--- src/rtl/core/chirp_sine_generator_unit_defines.svh ---
// ----------------------------------------------------------------------------
// Chirp sine generator assertion macros
// Shared concurrent assertion shorthands, clocked on clock, muted in reset.
// ----------------------------------------------------------------------------
`ifndef CHIRP_SINE_GENERATOR_UNIT_DEFINES_SVH
`define CHIRP_SINE_GENERATOR_UNIT_DEFINES_SVH

// The consequent must hold in the same cycle as the antecedent.
`define CSG_ASSERT_SAME(label, ante, cons, msg) \
   label: assert property (@(posedge clock) disable iff (reset) (ante) |-> (cons)) \
      else $error(msg);

// The consequent must hold in the cycle after the antecedent.
`define CSG_ASSERT_NEXT(label, ante, cons, msg) \
   label: assert property (@(posedge clock) disable iff (reset) (ante) |=> (cons)) \
      else $error(msg);

`endif

--- src/rtl/core/csg_pkg.sv ---
// ----------------------------------------------------------------------------
// Chirp sine generator package
// Shared constants, register indexes, types and the sine table entry function.
// ----------------------------------------------------------------------------
package csg_pkg;

   // Default sizes of the generator.
   localparam int DEF_SINE_TABLE_DEPTH = 1024;
   localparam int DEF_SAMPLE_WIDTH     = 16;
   localparam int DEF_PHASE_WIDTH      = 32;

   // Fraction bits carried by the phase increment.
   localparam int INC_FRAC = 16;

   // Width of a stored sine table word: sign bit over a Q30 magnitude.
   localparam int ROM_WORD_W = 32;

   // Configuration port.
   localparam int CSR_INDEX_W = 3;
   localparam int CSR_DATA_W  = 48;

   localparam logic [CSR_INDEX_W-1:0] CSR_SWEEP_MODE      = 3'd0;
   localparam logic [CSR_INDEX_W-1:0] CSR_START_INCREMENT = 3'd1;
   localparam logic [CSR_INDEX_W-1:0] CSR_LINEAR_STEP     = 3'd2;
   localparam logic [CSR_INDEX_W-1:0] CSR_LOG_RATIO       = 3'd3;
   localparam logic [CSR_INDEX_W-1:0] CSR_AMPLITUDE       = 3'd4;
   localparam logic [CSR_INDEX_W-1:0] CSR_SWEEP_LENGTH    = 3'd5;

   // Sweep mode codes.
   localparam logic MODE_LINEAR = 1'b0;
   localparam logic MODE_LOG    = 1'b1;

   // Register reset values.
   localparam logic [31:0] RESET_LOG_RATIO    = 32'd1073741824;
   localparam logic [15:0] RESET_AMPLITUDE    = 16'd32767;
   localparam logic [31:0] RESET_SWEEP_LENGTH = 32'd48000;

   // Fixed-point constants of the sine series.
   localparam longint unsigned HALF_PI_Q30 = 64'd1686629713;
   localparam longint unsigned ONE_Q30     = 64'd1073741824;

   // Configuration register file contents.
   typedef struct packed {
      logic               sweep_mode;
      logic [47:0]        start_increment;
      logic signed [47:0] linear_step;
      logic [31:0]        log_ratio;
      logic [15:0]        amplitude;
      logic [31:0]        sweep_length;
   } csg_cfg_type;

   // Control that travels with an item down the pipeline.
   typedef struct packed {
      logic valid;
      logic last;
   } csg_tag_type;

   // Sine of a Q32 angle in turns, as {negative, Q30 magnitude}. The angle is
   // folded to a quarter wave and a Taylor series to the 13th power is summed
   // with truncating arithmetic. Only used while building the table.
   function automatic logic [ROM_WORD_W-1:0] sine_entry(input logic [31:0] ang);
      longint unsigned r;
      longint unsigned th;
      longint unsigned th2;
      longint unsigned term;
      longint unsigned sum;
      r = {34'd0, ang[29:0]};
      if (ang[30]) begin
         r = ONE_Q30 - r;
      end
      th   = (r * HALF_PI_Q30) >> 30;
      th2  = (th * th) >> 30;
      term = th;
      sum  = th;
      term = ((term * th2) >> 30) / 64'd6;
      sum  = sum - term;
      term = ((term * th2) >> 30) / 64'd20;
      sum  = sum + term;
      term = ((term * th2) >> 30) / 64'd42;
      sum  = sum - term;
      term = ((term * th2) >> 30) / 64'd72;
      sum  = sum + term;
      term = ((term * th2) >> 30) / 64'd110;
      sum  = sum - term;
      term = ((term * th2) >> 30) / 64'd156;
      sum  = sum + term;
      if (sum > ONE_Q30) begin
         sum = ONE_Q30;
      end
      return {ang[31], sum[ROM_WORD_W-2:0]};
   endfunction

endpackage

--- src/rtl/core/csg_shaper.sv ---
// ----------------------------------------------------------------------------
// Chirp sample shaper
// Scales the table magnitude by the amplitude, rounds, saturates, applies
// the sign and holds the result for the response channel.
// ----------------------------------------------------------------------------
module csg_shaper #(
   parameter int SAMPLE_WIDTH = csg_pkg::DEF_SAMPLE_WIDTH
) (
   input  logic                           clock,
   input  logic                           reset,
   input  logic [15:0]                    amplitude,
   input  csg_pkg::csg_tag_type           up_tag,
   input  logic [csg_pkg::ROM_WORD_W-1:0] up_data,
   output logic                           up_ready,
   input  logic                           rsp_tready,
   output logic                           rsp_tvalid,
   output logic                           rsp_tlast,
   output logic [SAMPLE_WIDTH-1:0]        rsp_sample
);
   import csg_pkg::*;

   localparam int SHIFT = 46 - SAMPLE_WIDTH;
   localparam logic [47:0] ROUND = 48'(1) << (SHIFT - 1);
   localparam logic [47:0] LIMIT = (48'(1) << (SAMPLE_WIDTH - 1)) - 48'd1;

   csg_tag_type             prod_tag_ff;
   logic [46:0]             prod_ff;
   logic                    neg_ff;
   logic                    prod_ready;
   logic                    out_ready;
   logic [47:0]             rounded;
   logic [47:0]             mag_sat;
   logic [SAMPLE_WIDTH-1:0] sample_in;

   assign out_ready  = !rsp_tvalid || rsp_tready;
   assign prod_ready = !prod_tag_ff.valid || out_ready;
   assign up_ready   = prod_ready;

   // Product stage: magnitude times gain.
   always_ff @(posedge clock) begin
      if (reset) begin
         prod_tag_ff <= '0;
      end else if (prod_ready) begin
         prod_tag_ff <= up_tag;
      end
   end

   always_ff @(posedge clock) begin
      if (prod_ready && up_tag.valid) begin
         prod_ff <= 47'(up_data[ROM_WORD_W-2:0]) * 47'(amplitude);
         neg_ff  <= up_data[ROM_WORD_W-1];
      end
   end

   // Round half up, saturate the magnitude, then apply the sign.
   assign rounded   = (48'(prod_ff) + ROUND) >> SHIFT;
   assign mag_sat   = (rounded > LIMIT) ? LIMIT : rounded;
   assign sample_in = neg_ff ? SAMPLE_WIDTH'(48'd0 - mag_sat) : SAMPLE_WIDTH'(mag_sat);

   // Response register.
   always_ff @(posedge clock) begin
      if (reset) begin
         rsp_tvalid <= 1'b0;
      end else if (out_ready) begin
         rsp_tvalid <= prod_tag_ff.valid;
      end
   end

   always_ff @(posedge clock) begin
      if (out_ready && prod_tag_ff.valid) begin
         rsp_sample <= sample_in;
         rsp_tlast  <= prod_tag_ff.last;
      end
   end

endmodule

--- config.mk ---
export PLATFORM = sky130hd
export DESIGN_NAME = csg_shaper
export DESIGN_NICKNAME = d
export VERILOG_FILES = /design/src/rtl/core/chirp_sine_generator_unit_defines.svh /design/src/rtl/core/csg_pkg.sv /design/src/rtl/core/csg_shaper.sv
export SDC_FILE = /design/constraint.sdc
export NUM_CORES = 1
export LEC_CHECK = 0
export BUFFER_PORTS_ARGS = -buffer_cell sky130_fd_sc_hd__buf_4
export CORE_MARGIN = 1
export CORE_UTILIZATION = 60
export CTS_BUF_LIST = sky130_fd_sc_hd__clkbuf_8
export CTS_CLUSTER_SIZE = 12
export DETAILED_ROUTE_END_ITERATION = 10
export GPL_TIMING_DRIVEN = 0
export HOLD_SLACK_MARGIN = 0.1
export PLACE_DENSITY = 0.78
export SLEW_MARGIN = 20
export SYNTH_ARGS = -nofsm -noshare
export SYNTH_HDL_FRONTEND = slang
export SYNTH_SLANG_ARGS = --single-unit
--- constraint.sdc ---
create_clock -name clock -period 23.3 [get_ports clock]
set_input_delay 6.99 -clock clock [delete_from_list [all_inputs] [get_ports clock]]
set_output_delay 6.99 -clock clock [all_outputs]
set_load 0.03 [all_outputs]
==> out/metrics.cfg <==
[logic_synthesis]
avgSynthCellArea_sq_um=8.84
synth_edf_count=36
synth_warnings=0
synth.distinct_cells=58
seq_area_frac_synth_pct=6.64
synth_async_sr_flop_share_pct=0
synth_ff_type=edfxtp_1
synth_area_sq_um=17200
synth.net_count=2516
ys_ff_latch=39
synth_cells=1942

[setup_path]
critPathSlowestCell=nor2b_1
critical_path_arrival_ps=7730
crit_path_max_incr_delay_ps=300
cp-start-kind=input port
crit_buf_inv=2
cp_top_family=simple AND/OR/NAND/NOR gates
cpMostUsedCell=buf_4
ff2ff_path_depth=17
critPathRequiredTime_ps=16310
crit_type=input port to output port
cp-end-kind=output port
path_depth=4
path_cells=buf_4 -> nor2b_1 -> nand2_1 -> buf_4
critPathMaxFanout=5

[global_routing]
track_usage_pct=34.7
grt_overflow_total=0
grt_start_max_net_pins=20
antenna_found_initial=3
first_global_vias=14300
grt_pass1_wl_microns=75800

[timing]
tightest_slew_ps=895
hold_ws_ps=437
fmax_ghz=0.0679
slew_headroom_pct=40.3
tns_ps=0
hold_viol=0
post-route-period-util_pct=63.2
rsz0062_at_grt=no
worst_clock_skew_ps=2.75
slew_viol_final=0
finalCriticalPeriod_ps=14720
setup_violations=0

[clock_tree]
cts_setup_buffers=0
clock_path_buffers=2
h-tree-depth=2
clk_latency_ps=290
postCtsHoldBufs=0
cts_resized=0
cts-root-buf=clkbuf_8
cts.sinks=39
cts_buffers=5
clkTransAtPathRegs_ps=60
cts_tree=done

[floorplanning]
die_w_microns=171
initial_core_util_pct=61.5
fp.dieH_microns=171
die_area_sq_um=29300
row_count=61
core_sq_um=27900
ios=72

[detailed_routing]
dr_total_vias=13500
drt_wl_total_microns=46900
first_pass_iters=6
routedWlPerCell_microns=19.6
viasPerCell=5.62
drtIter0Drc=1062
ant_nets=0
drc=0

[hold_path]
hold_class=register to register
hold_depth=0

[final_layout]
final_cells=2399
antenna_cells=0
final_util_pct=65.4
layout-drive-gt1-share_pct=4.60
syn_to_final_growth_pct=6.34
final_nets=2594

[placement]
place.gp.congestion=0.960
dp_cells=2391
place_hpwl_microns=39000
io_buffer_count=71

[outcome]
status=complete, no violations

[run]
drv_cap=0

==> per-stage QoR <==
stage / setup slack [ps] / area (sq um)
after global routing: 8530 / 18300
after floorplan: 8840 / 17200
after CTS: 8580 / 18300
final: 8580 / 18300
after global placement: 8660 / 18200
after detailed placement: 8590 / 18200
==> placed cells by master, fill, tap and decap left out, types with 3 or more instances in the layout <==
master,count
ha_1,118
nor3_1,9
nand2b_1,4
edfxtp_1,36
nor2b_1,5
buf_4,72
nor4_1,4
o21ai_0,27
nand4_1,10
o211ai_1,5
and4_1,3
xnor2_1,21
a21o_1,8
inv_1,451
and2_1,207
a221oi_1,3
nand3_1,20
and3_1,6
nor3_2,3
clkbuf_8,5
o21a_1,4
a211oi_1,6
a21oi_1,47
fa_1,403
o22ai_1,3
buf_2,3
a31oi_1,6
clkbuf_1,87
mux2i_1,4
dfxtp_1,3
nand2_1,331
o21bai_1,5
xor2_1,15
nor2_1,51
a22oi_1,3
==> flip-flops by register name, summed over array words and instances (netlist names) <==
name / cells
rsp_tvalid: 1
rsp_sample: 16
neg_ff: 1
rsp_tlast: 1
prod_ff: 18
prod_tag_ff: 2
==> cell type report <==
class | instances | area (sq um)
plain buffers | 91 | 349
clock buffers | 5 | 68.8
clock inverters | 3 | 11.3
fillers | 2388 | 9670
inverters | 450 | 1690
multi-input cells | 1362 | 14000
flip-flops and latches | 39 | 1140
well taps | 378 | 473
repair buffers | 71 | 533
==> synth_stat cells (3+ instances only) <==
cell type  count  area share [%]
a211oi_1       6            0.26
a21o_1         8            0.35
a21oi_1       47             1.4
a221oi_1       3            0.15
a22oi_1        3            0.13
a31oi_1        6            0.22
and2_1       207             7.5
and3_1         6            0.22
and4_1         3            0.15
buf_2          3           0.087
clkbuf_1      87             1.9
dfxtp_1        3            0.35
edfxtp_1      36             6.3
fa_1         403              47
ha_1         118             8.6
inv_1        450             9.8
mux2i_1        4            0.23
nand2_1      331             7.2
nand2b_1       4            0.15
nand3_1       20            0.58
nand4_1       10            0.36
nor2_1        51             1.1
nor2b_1        6            0.22
nor3_1         9            0.26
nor3_2         3            0.17
nor4_1         4            0.15
o211ai_1       5            0.22
o21a_1         4            0.17
o21ai_0       27            0.79
o21bai_1       5            0.22
o22ai_1        3            0.11
xnor2_1       21             1.1
xor2_1        15            0.76
==> worst register-to-register path: cells and delay by family, from the launching register on <==
kind	cells	cell delay (ps)
compound gates	2	320
fa+ha+maj	2	430
buf+inv	4	660
mux	2	340
flops	1	380
simple gates	7	1510
==> path summary, 6_finish.rpt <==
kind | startpoint | slack [ps] | to
max | rsp_tready | 8580 | up_ready
min | prod_tag_ff[0] | 440 | rsp_tlast
max reg2reg | prod_ff[29] | 19380 | rsp_sample[14]
min reg2reg | prod_tag_ff[0] | 440 | rsp_tlast
==> routing by layer <==
metal | track usage (%) | vias to the layer above | wire [microns]
met4 | 12.6 | 2 | 1980
li1 | - | 5900 | -
met1 | 45.7 | 6670 | 18300
met2 | 55.9 | 784 | 21400
met5 | 0 | - | 14
met3 | 8.35 | 136 | 5310
==> cells by family after synthesis <==
family	after synthesis	synth area share, %
flip-flops	39	6.64
adder cells (fa/ha/maj)	521	55.6
buffers and inverters	541	11.9
AND/OR/NAND/NOR	663	18.7
multiplexers	4	0.233
AO/OA/AOI/OAI	138	5.12
XOR/XNOR	36	1.84
Power is left out: the tool's default activity adds up to more than one toggle a clock period on the data nets, which glitch-free logic cannot reach.
